==> src/sv/kvcfp_pkg.sv <==
// Shared types and constants of the key/value command frame parser.
package kvcfp_pkg;

    localparam int unsigned BYTE_W    = 8;
    localparam int unsigned LEN_W     = 32;
    localparam int unsigned SHIFT_W   = 24;   // low three length bytes held while assembling
    localparam int unsigned HDR_IDX_W = 2;
    localparam int unsigned CLASS_W   = 2;
    localparam int unsigned KIND_W    = 2;
    localparam int unsigned CFG_IDX_W = 1;

    // Header byte position of the top length byte.
    localparam logic [HDR_IDX_W-1:0] HDR_LAST_IDX = 2'd3;

    // Configuration register indexes.
    typedef enum logic [CFG_IDX_W-1:0] {
        CFG_SET_TAG = 1'b0,
        CFG_DEL_TAG = 1'b1
    } t_cfg_idx;

    localparam logic [BYTE_W-1:0] SET_TAG_RESET = 8'd1;
    localparam logic [BYTE_W-1:0] DEL_TAG_RESET = 8'd2;

    // Parse phases.
    typedef enum logic [2:0] {
        PH_TAG   = 3'd0,
        PH_KLEN  = 3'd1,
        PH_KDATA = 3'd2,
        PH_VLEN  = 3'd3,
        PH_VDATA = 3'd4,
        PH_DONE  = 3'd5
    } t_phase;

    // Byte classes.
    localparam logic [CLASS_W-1:0] CLS_HEADER = 2'd0;
    localparam logic [CLASS_W-1:0] CLS_KEY    = 2'd1;
    localparam logic [CLASS_W-1:0] CLS_VALUE  = 2'd2;

    // Command kinds.
    localparam logic [KIND_W-1:0] KIND_NONE = 2'd0;
    localparam logic [KIND_W-1:0] KIND_SET  = 2'd1;
    localparam logic [KIND_W-1:0] KIND_DEL  = 2'd2;

    // Frame parse state.
    typedef struct packed {
        t_phase                 phase;
        logic [KIND_W-1:0]      kind;
        logic [SHIFT_W-1:0]     len_shift;
        logic [HDR_IDX_W-1:0]   hdr_idx;
        logic [LEN_W-1:0]       remaining;
        logic                   err;
    } t_parse_state;

    // One result beat.
    typedef struct packed {
        logic [BYTE_W-1:0]  out_byte;
        logic [CLASS_W-1:0] byte_class;
        logic [KIND_W-1:0]  command_kind;
        logic               frame_done;
        logic               frame_ok;
    } t_result;

    // Tag codes from the configuration registers.
    typedef struct packed {
        logic [BYTE_W-1:0] set_tag;
        logic [BYTE_W-1:0] del_tag;
    } t_tag_codes;

endpackage

==> src/sv/kvcfp_if.sv <==
// Valid/ready channel interfaces of the frame parser: byte input, result output, config.
interface kvcfp_in_if;
    logic                          valid;
    logic                          ready;
    logic [kvcfp_pkg::BYTE_W-1:0]  data_byte;
    logic                          last_byte;

    modport source (output valid, output data_byte, output last_byte, input ready);
    modport sink   (input valid, input data_byte, input last_byte, output ready);
endinterface

interface kvcfp_out_if;
    logic                          valid;
    logic                          ready;
    logic [kvcfp_pkg::BYTE_W-1:0]  out_byte;
    logic [kvcfp_pkg::CLASS_W-1:0] byte_class;
    logic [kvcfp_pkg::KIND_W-1:0]  command_kind;
    logic                          frame_done;
    logic                          frame_ok;

    modport source (output valid, output out_byte, output byte_class, output command_kind,
                    output frame_done, output frame_ok, input ready);
    modport sink   (input valid, input out_byte, input byte_class, input command_kind,
                    input frame_done, input frame_ok, output ready);
endinterface

interface kvcfp_cfg_if;
    logic                            valid;
    logic                            ready;
    logic [kvcfp_pkg::CFG_IDX_W-1:0] index;
    logic [kvcfp_pkg::BYTE_W-1:0]    data;

    modport source (output valid, output index, output data, input ready);
    modport sink   (input valid, input index, input data, output ready);
endinterface

==> src/sv/kvcfp_cfg_regs.sv <==
// Tag code configuration registers of the frame parser.
module kvcfp_cfg_regs (
    input  logic                          i_clk,
    input  logic                          i_rst_n,
    input  logic                          i_wr_valid,
    input  logic [kvcfp_pkg::CFG_IDX_W-1:0] i_wr_index,
    input  logic [kvcfp_pkg::BYTE_W-1:0]  i_wr_data,
    output logic                          o_wr_ready,
    output kvcfp_pkg::t_tag_codes         o_tags
);

    logic [kvcfp_pkg::BYTE_W-1:0] r_set_tag;
    logic [kvcfp_pkg::BYTE_W-1:0] r_del_tag;

    // Writes are taken every cycle
    assign o_wr_ready = 1'b1;

    always_ff @(posedge i_clk) begin
        if (!i_rst_n) begin
            r_set_tag <= kvcfp_pkg::SET_TAG_RESET;
            r_del_tag <= kvcfp_pkg::DEL_TAG_RESET;
        end else if (i_wr_valid) begin
            case (kvcfp_pkg::t_cfg_idx'(i_wr_index))
                kvcfp_pkg::CFG_SET_TAG: r_set_tag <= i_wr_data;
                kvcfp_pkg::CFG_DEL_TAG: r_del_tag <= i_wr_data;
                default: ;
            endcase
        end
    end

    assign o_tags.set_tag = r_set_tag;
    assign o_tags.del_tag = r_del_tag;

endmodule

==> src/sv/kvcfp_parse_step.sv <==
// Per-byte parse update: next frame state and the result beat for one input byte.
module kvcfp_parse_step (
    input  kvcfp_pkg::t_parse_state      i_state,
    input  kvcfp_pkg::t_tag_codes        i_tags,
    input  logic [kvcfp_pkg::BYTE_W-1:0] i_data_byte,
    input  logic                         i_last_byte,
    output kvcfp_pkg::t_parse_state      o_next,
    output kvcfp_pkg::t_result           o_result
);

    kvcfp_pkg::t_parse_state  s;
    logic [kvcfp_pkg::LEN_W-1:0]   full_len;
    logic [kvcfp_pkg::LEN_W-1:0]   rem_dec;
    logic [kvcfp_pkg::CLASS_W-1:0] cls;
    kvcfp_pkg::t_phase        data_phase;
    kvcfp_pkg::t_phase        after_key;

    // Length is complete on the top byte; low bytes come from the shift register
    assign full_len = {i_data_byte, i_state.len_shift};
    assign rem_dec  = i_state.remaining - kvcfp_pkg::LEN_W'(1);

    // After the key blob a set goes on to the value, a delete is done
    assign after_key = (i_state.kind == kvcfp_pkg::KIND_SET) ? kvcfp_pkg::PH_VLEN
                                                             : kvcfp_pkg::PH_DONE;

    always_comb begin
        s          = i_state;
        cls        = kvcfp_pkg::CLS_HEADER;
        data_phase = kvcfp_pkg::PH_KDATA;

        if (!i_state.err) begin
            case (i_state.phase)
                kvcfp_pkg::PH_TAG: begin
                    if (i_data_byte == i_tags.set_tag) begin
                        s.kind  = kvcfp_pkg::KIND_SET;
                        s.phase = kvcfp_pkg::PH_KLEN;
                    end else if (i_data_byte == i_tags.del_tag) begin
                        s.kind  = kvcfp_pkg::KIND_DEL;
                        s.phase = kvcfp_pkg::PH_KLEN;
                    end else begin
                        s.kind = kvcfp_pkg::KIND_NONE;
                        s.err  = 1'b1;
                    end
                    s.len_shift = '0;
                    s.hdr_idx   = '0;
                end
                kvcfp_pkg::PH_KLEN, kvcfp_pkg::PH_VLEN: begin
                    data_phase = (i_state.phase == kvcfp_pkg::PH_KLEN) ? kvcfp_pkg::PH_KDATA
                                                                       : kvcfp_pkg::PH_VDATA;
                    if (i_state.hdr_idx == kvcfp_pkg::HDR_LAST_IDX) begin
                        s.hdr_idx   = '0;
                        s.len_shift = '0;
                        s.remaining = full_len;
                        if (full_len != '0) begin
                            s.phase = data_phase;
                        end else if (data_phase == kvcfp_pkg::PH_KDATA) begin
                            s.phase = after_key;
                        end else begin
                            s.phase = kvcfp_pkg::PH_DONE;
                        end
                    end else begin
                        // little-endian: byte lands at its header position
                        case (i_state.hdr_idx)
                            2'd0:    s.len_shift[7:0]   = i_data_byte;
                            2'd1:    s.len_shift[15:8]  = i_data_byte;
                            default: s.len_shift[23:16] = i_data_byte;
                        endcase
                        s.hdr_idx = i_state.hdr_idx + kvcfp_pkg::HDR_IDX_W'(1);
                    end
                end
                kvcfp_pkg::PH_KDATA, kvcfp_pkg::PH_VDATA: begin
                    cls = (i_state.phase == kvcfp_pkg::PH_KDATA) ? kvcfp_pkg::CLS_KEY
                                                                 : kvcfp_pkg::CLS_VALUE;
                    s.remaining = rem_dec;
                    if (rem_dec == '0) begin
                        s.phase = (i_state.phase == kvcfp_pkg::PH_KDATA) ? after_key
                                                                         : kvcfp_pkg::PH_DONE;
                    end
                end
                kvcfp_pkg::PH_DONE: begin
                    // trailing byte
                    s.err = 1'b1;
                end
                default: begin
                    s.err = 1'b1;
                end
            endcase
        end

        // Result beat
        o_result.out_byte     = i_data_byte;
        o_result.byte_class   = cls;
        o_result.command_kind = s.kind;
        o_result.frame_done   = i_last_byte;
        o_result.frame_ok     = i_last_byte && !s.err && (s.phase == kvcfp_pkg::PH_DONE);

        // Frame end returns to waiting for a tag
        if (i_last_byte) begin
            o_next.phase     = kvcfp_pkg::PH_TAG;
            o_next.kind      = kvcfp_pkg::KIND_NONE;
            o_next.len_shift = '0;
            o_next.hdr_idx   = '0;
            o_next.remaining = '0;
            o_next.err       = 1'b0;
        end else begin
            o_next = s;
        end
    end

endmodule

==> src/sv/kv_command_frame_parser.sv <==
// Top level of the key/value command frame parser.
// Takes one frame byte per beat and returns one result beat per input beat, in order,
// in the cycle after the byte is accepted; a new byte can be accepted every cycle, also
// while a finished result waits in the output register, as long as that result is
// being taken. Each result comes from the combinational phase update (tag compare,
// length assembly and a 32-bit down counter) between the input handshake and the
// output register. Tag codes are written through the config channel, which is always
// ready; write them only while no frame byte is in flight.
module kv_command_frame_parser (
    input  logic               i_clk,
    input  logic               i_rst_n,
    kvcfp_in_if.sink           i_in,
    kvcfp_out_if.source        o_out,
    kvcfp_cfg_if.sink          i_cfg
);

    kvcfp_pkg::t_tag_codes   tags;
    kvcfp_pkg::t_parse_state r_state;
    kvcfp_pkg::t_parse_state n_state;
    kvcfp_pkg::t_result      n_result;
    kvcfp_pkg::t_result      r_result;
    logic                    r_out_valid;
    logic                    in_accept;

    kvcfp_cfg_regs u_cfg (
        .i_clk      (i_clk),
        .i_rst_n    (i_rst_n),
        .i_wr_valid (i_cfg.valid),
        .i_wr_index (i_cfg.index),
        .i_wr_data  (i_cfg.data),
        .o_wr_ready (i_cfg.ready),
        .o_tags     (tags)
    );

    kvcfp_parse_step u_step (
        .i_state     (r_state),
        .i_tags      (tags),
        .i_data_byte (i_in.data_byte),
        .i_last_byte (i_in.last_byte),
        .o_next      (n_state),
        .o_result    (n_result)
    );

    // Input is taken when the output register is empty or draining this cycle
    assign i_in.ready = !r_out_valid || o_out.ready;
    assign in_accept  = i_in.valid && i_in.ready;

    // Parse state and output valid
    always_ff @(posedge i_clk) begin
        if (!i_rst_n) begin
            r_state.phase     <= kvcfp_pkg::PH_TAG;
            r_state.kind      <= kvcfp_pkg::KIND_NONE;
            r_state.len_shift <= '0;
            r_state.hdr_idx   <= '0;
            r_state.remaining <= '0;
            r_state.err       <= 1'b0;
            r_out_valid       <= 1'b0;
        end else if (in_accept) begin
            r_state     <= n_state;
            r_out_valid <= 1'b1;
        end else if (o_out.ready) begin
            r_out_valid <= 1'b0;
        end
    end

    // Result payload
    always_ff @(posedge i_clk) begin
        if (in_accept) begin
            r_result <= n_result;
        end
    end

    assign o_out.valid        = r_out_valid;
    assign o_out.out_byte     = r_result.out_byte;
    assign o_out.byte_class   = r_result.byte_class;
    assign o_out.command_kind = r_result.command_kind;
    assign o_out.frame_done   = r_result.frame_done;
    assign o_out.frame_ok     = r_result.frame_ok;

endmodule

==> src/flat_wrapper.sv <==
// flat-port wrapper written by rule: the top's interface ports become plain ports
module kv_command_frame_parser_flat 
  (i_clk, i_rst_n, i_in_valid, i_in_data_byte, i_in_last_byte, i_in_ready, o_out_valid, o_out_out_byte, o_out_byte_class, o_out_command_kind, o_out_frame_done, o_out_frame_ok, o_out_ready, i_cfg_valid, i_cfg_index, i_cfg_data, i_cfg_ready);
  kvcfp_in_if i_in_i ();
  kvcfp_out_if o_out_i ();
  kvcfp_cfg_if i_cfg_i ();
  input  logic i_clk;
  input  logic i_rst_n;
  input wire logic [$bits(i_in_i.valid)-1:0] i_in_valid;
  input wire logic [$bits(i_in_i.data_byte)-1:0] i_in_data_byte;
  input wire logic [$bits(i_in_i.last_byte)-1:0] i_in_last_byte;
  output wire logic [$bits(i_in_i.ready)-1:0] i_in_ready;
  output wire logic [$bits(o_out_i.valid)-1:0] o_out_valid;
  output wire logic [$bits(o_out_i.out_byte)-1:0] o_out_out_byte;
  output wire logic [$bits(o_out_i.byte_class)-1:0] o_out_byte_class;
  output wire logic [$bits(o_out_i.command_kind)-1:0] o_out_command_kind;
  output wire logic [$bits(o_out_i.frame_done)-1:0] o_out_frame_done;
  output wire logic [$bits(o_out_i.frame_ok)-1:0] o_out_frame_ok;
  input wire logic [$bits(o_out_i.ready)-1:0] o_out_ready;
  input wire logic [$bits(i_cfg_i.valid)-1:0] i_cfg_valid;
  input wire logic [$bits(i_cfg_i.index)-1:0] i_cfg_index;
  input wire logic [$bits(i_cfg_i.data)-1:0] i_cfg_data;
  output wire logic [$bits(i_cfg_i.ready)-1:0] i_cfg_ready;
  assign i_in_i.valid = i_in_valid;
  assign i_in_i.data_byte = i_in_data_byte;
  assign i_in_i.last_byte = i_in_last_byte;
  assign i_in_ready = i_in_i.ready;
  assign o_out_valid = o_out_i.valid;
  assign o_out_out_byte = o_out_i.out_byte;
  assign o_out_byte_class = o_out_i.byte_class;
  assign o_out_command_kind = o_out_i.command_kind;
  assign o_out_frame_done = o_out_i.frame_done;
  assign o_out_frame_ok = o_out_i.frame_ok;
  assign o_out_i.ready = o_out_ready;
  assign i_cfg_i.valid = i_cfg_valid;
  assign i_cfg_i.index = i_cfg_index;
  assign i_cfg_i.data = i_cfg_data;
  assign i_cfg_ready = i_cfg_i.ready;
  kv_command_frame_parser u_core (.i_clk(i_clk), .i_rst_n(i_rst_n), .i_in(i_in_i), .o_out(o_out_i), .i_cfg(i_cfg_i));
endmodule
==> config.mk <==
export PLATFORM = sky130hd
export DESIGN_NAME = kv_command_frame_parser_flat
export DESIGN_NICKNAME = d
export VERILOG_FILES = /design/src/sv/kvcfp_pkg.sv /design/src/sv/kvcfp_if.sv /design/src/sv/kvcfp_cfg_regs.sv /design/src/sv/kvcfp_parse_step.sv /design/src/sv/kv_command_frame_parser.sv /design/src/flat_wrapper.sv
export SDC_FILE = /design/constraint.sdc
export NUM_CORES = 1
export LEC_CHECK = 0
export BUFFER_PORTS_ARGS = -buffer_cell sky130_fd_sc_hd__buf_2
export CORE_UTILIZATION = 57
export CTS_BUF_LIST = sky130_fd_sc_hd__clkbuf_8
export DETAILED_ROUTE_END_ITERATION = 12
export PLACE_DENSITY_LB_ADDON = 0.15
export SLEW_MARGIN = 10
export SYNTH_ARGS = -nofsm -noshare
export SYNTH_HDL_FRONTEND = slang
export SYNTH_SLANG_ARGS = --single-unit
==> constraint.sdc <==
create_clock -name i_clk -period 3.1 [get_ports i_clk]
set_clock_uncertainty 0.05 [all_clocks]
set_input_delay 0.155 -clock i_clk [delete_from_list [all_inputs] [get_ports i_clk]]
set_output_delay 0.155 -clock i_clk [all_outputs]
set_load 0.05 [all_outputs]
# After elaboration in Yosys (flattened, before gate mapping)
# Cells that the tools add are included.
# classes
addsub	2
eq_ne	16
n_mux	27
bitwise_logic	2
reduce_logical	25
# op_table
op	count
64-bit two-way mux	2
32-bit case mux with 2 select lines	1
26-bit case mux with 2 select lines	1
32-bit logical NOT	1
32-bit two-way mux	1
32-bit nonzero test	1
32-bit by 1-bit subtractor with 32-bit output, second input constant	1
26-bit two-way mux	1
3-bit two-way mux	8
8-bit two-way mux	3
8-bit equality test	2
4-bit AND reduction	4
3-bit by 2-bit equality test with 1-bit output, second input constant	3
3-bit case mux with 3 select lines	1
4-bit by 3-bit != test with 1-bit output, second input constant	2
2-bit OR reduction	4
3-bit equality test, second input constant	2
2-bit two-way mux	3
3-bit nonzero test	2
5-bit two-way mux	1
2-bit by 1-bit equality test with 1-bit output, second input constant	2
1-bit two-way mux	4
4-bit != test, second input constant	1
2-bit AND reduction	2
other kinds (15)	19
# word_totals
register_bits	95
output_inout_bits	17
wordCells	88

# Logic depth before layout (Yosys ltp)
# depth
word_depth	11
depth_mapped	10
ltp_nobuf	9

# By module
# A second synthesis with hierarchy kept.
# unflattened
cells_unflattened	861
area_unflattened_um2	6557.5
# modules_own_cells
module	n_inst	cells_per_inst	area_per_inst_um2	seq_area_each_um2
kv_command_frame_parser	1	296	3010.4	1721.7
kvcfp_parse_step	1	499	2919.0	0.0
kvcfp_cfg_regs	1	66	628.1	320.3

# Worst setup path after synthesis
# No wires, ideal clock.
# synth_timing
kind	register -> register
startpoint	register u_core.r_state[5] in the netlist's numbering
endpoint	register u_core.r_result, in the netlist u_core.o_out.frame_ok (data pin)
setup_ns	0.269
arrival_time_ns	2.594
slack_ns	0.186
stages_incl_launch_ff	11
synth_period_minus_slack_ns	2.914
path_cell_list	dfxtp_1 buf_6 or3_1 buf_6 or4_4 buf_6 or3_1 xor2_1 and4b_1 a221oi_1 nor4_1
# synth_rtl
element	line	source
from (decl)	kv_command_frame_parser.sv:18	kvcfp_pkg::t_parse_state r_state;
from (signal assigned)	kv_command_frame_parser.sv:59	r_state <= n_state;
to (signal assigned)	kv_command_frame_parser.sv:69	r_result <= n_result;
to (decl)	kv_command_frame_parser.sv:21	kvcfp_pkg::t_result r_result;

==> results.cfg <==
[logic_synthesis]
yosysWarnings = 0
syn_inst = 642
synth_seq_cells = 95
synth.top_cell.area_share = 0.306
yosysSeqAreaShare = 0.385
syn_area_mm2 = 0.00530
ys.flop_type = dfxtp_1
synth_cell_types = 58
synth.avg_cell_area_um2 = 8.26
synth-edff-count = 14
async_reset_ff_frac = 0
synth_nets = 670
synth_top_area_cell = dfxtp_1
synthTopCellsByArea = dfxtp_1 31%, edfxtp_1 7.9%, nand2_1 5.3%
yosysMostFrequentCell = dfxtp_1
synth.cells.most_frequent = 81 x dfxtp_1, 75 x nand2_1, 52 x o21ai_0

[layout]
final_layout_size_suffix_gt1_frac = 0.123
n_antenna_cell = 0
syn2layout_area_growth_pct = 10.9
fillers = 764
seqCellArea_mm2 = 0.00204
fin_nets = 707
fin_util = 0.664
multi_input_area_mm2 = 0.00305
final_cells = 792

[setup_path]
cp_slowest_stage_delay_ns = 0.60
critPathMaxFanout = 6
cp-end-kind = register
path_cells = or4_4, or4_4, or3_1, xor2_1, and4b_1, a221oi_1, nor4_1
crit_arrival_ns = 3.08
worst-setup-path-type = reg -> reg
cp.required_ns = 3.17
critPathLaunchType = register
critPathSlowestCell = or4_4
cpMostUsedCell = or4_4
path_delay_family = simple AND/OR/NAND/NOR gates
cp.buffers_inverters = 0

[pwr]
powerDensity_mw_per_mm2 = 444
leakagePower_nw = 2.25
ir_worst_vdd_uv = 238

[clocking]
clk_pin_slew_ns = 0.10
clock-root-buffer = clkbuf_8
clkLatencyLatePin_ns = 0.38
cts_buffers = 9
cts_tree = done
cts-htree-levels = 3
cts_sinks = 95
clockBufferDepth = 2

[floorplan]
placementRows = 34
fp.dieH_um = 98.4
die_w_um = 98.4
dieArea_mm2 = 0.00969
start_util = 0.599
io_pins = 40
coreArea_mm2 = 0.00885

[place]
post-place-cells = 765
dp_hpwl_um = 10100
io_buffers = 38
dpl_worst_slack_ns = 0.119
gp_congestion = 0.959

[global_route]
overflow = 0
grt_pass1_vias = 4470
grt_max_degree = 51
antenna_found_initial = 0
grt_usage = 0.303
grt_pass1_wl_um = 23000

[timing]
tightest_slew_ns = 1.17
timing.fmax_mhz = 332
hold_viol = 0
slew_headroom = 0.217
drv_slew = 0
setup_ws_ns = 0.0886
period_minus_slack_ns = 3.01
setup_viol = 0
fin_crit_sh = 0.971

[run_status]
violations = DRC
status = complete, but fails checks

[route]
drc = 2
drtPass1Iterations = 11
drt-vias-per-instance = 6.34
routed_wl_um = 14500
wl_per_cell_um = 18.3
drtIter0Drc = 496
drtAntennaViolNets = 0
via_count = 5018

[hold_path]
hp-class = in -> reg

[job]
maxCapViolations = 0
## sequential cells by signal, summed over array words and instances (netlist names)
signal,cells
u_core.o_out.byte_class,2
u_core.o_out.command_kind,2
u_core.o_out.frame_done,1
u_core.o_out.frame_ok,1
u_core.o_out.out_byte,8
u_core.o_out.valid,1
u_core.r_state,64
u_core.u_cfg.r_del_tag,8
u_core.u_cfg.r_set_tag,8
## report_power, final
| group | total [mW] | internal (mW) | switching (mW) |
|---|---|---|---|
| clock | 0.790 | 0.303 | 0.487 |
| combinational | 0.511 | 0.192 | 0.319 |
| sequential | 1.31 | 1.28 | 0.0294 |
| total | 2.61 | 1.78 | 0.835 |
## path summary, 6_finish.rpt
kind | cells past startpoint | endpoint | start | slack (ns)
worst min-delay path | 1 | u_core.o_out.out_byte[7]$_DFFE_PP_ | i_in_data_byte[7] | 0.01
worst min register to register | 2 | u_core.u_cfg.r_del_tag[4]$_SDFFE_PN0P_ | u_core.u_cfg.r_del_tag[4]$_SDFFE_PN0P_ | 0.44
worst max-delay path | 7 | u_core.o_out.frame_ok$_DFFE_PP_ | u_core.r_state[1]$_SDFFE_PN0P_ | 0.09
worst max register to register | 7 | u_core.o_out.frame_ok$_DFFE_PP_ | u_core.r_state[1]$_SDFFE_PN0P_ | 0.09
## what timing repair did
item,4_1_cts,5_1_grt
endpoints found under the hold margin,13,0
gates resized for setup,0,4
setup buffers,0,1
hold buffers,10,0
endpoints found under the setup margin,0,1
## metal layers
layer  GRT usage  routed length, um
met5           0                  0
met3      0.0404               1030
met2       0.493               6660
met1       0.419               6530
met4      0.0964                281
## cells in the final DEF, fill, tap and decap left out, types with 3 or more instances in the layout
cell type and count:
a21boi_0 24, a21oi_1 25, a22oi_1 12, a31oi_1 3, and2_1 24, buf_2 38
buf_4 19, clkbuf_8 9, dfxtp_1 81, dlygate4sd3_1 10, edfxtp_1 14, ha_1 5
inv_1 11, mux2i_1 26, nand2_1 75, nand2b_1 9, nand3_1 20, nand3b_1 4
nand4_1 10, nor2_1 32, nor2b_1 40, nor3_1 16, nor4_1 25, o2111ai_1 4
o211ai_1 3, o21a_1 3, o21ai_0 52, o21ai_1 5, o31a_1 3, o31ai_1 4
or2_2 3, or3_1 6, or4_1 3, or4_4 3, xnor2_1 20, xor2_1 5
## cell type report
| class | count | share of cell area |
|---|---|---|
| Sequential cell | 95 | 0.347 |
| Timing Repair Buffer | 67 | 0.0736 |
| Inverter | 11 | 0.00702 |
| Clock buffer | 9 | 0.0211 |
| Multi-Input combinational cell | 495 | 0.518 |
| Clock inverter | 7 | 0.00958 |
| Tap cell | 108 | 0.0230 |
## worst reg2reg max path: stages (launching register included)
cell and delay, ns:
dfxtp_1 0.37, or4_4 0.57, or4_4 0.60, or3_1 0.35, xor2_1 0.16, and4b_1 0.22
a221oi_1 0.34, nor4_1 0.11
## logic make-up after synthesis
| kind of cell | synth area share |
|---|---|
| simple gates | 0.281 |
| xor+xnor | 0.0413 |
| mux | 0.0512 |
| compound gates | 0.185 |
| other cells | 0.000708 |
| flops | 0.385 |
| fa+ha+maj | 0.0118 |
| buf+inv | 0.0437 |
## stage by stage
stage	power, mW	hold WS (ns)	setup TNS [ns]	instance area, um2
after global routing	2.71	0.0234	-0.0139	5880
after detailed placement	1.82	0.346	0	5570
final	2.61	0.0123	0	5880
after global placement	1.81	0.345	0	5570
after CTS	2.60	0.0124	0	5850
after floorplan	1.69	0.204	0	5300
No activity file was read; power rests on OpenSTA's default activity.
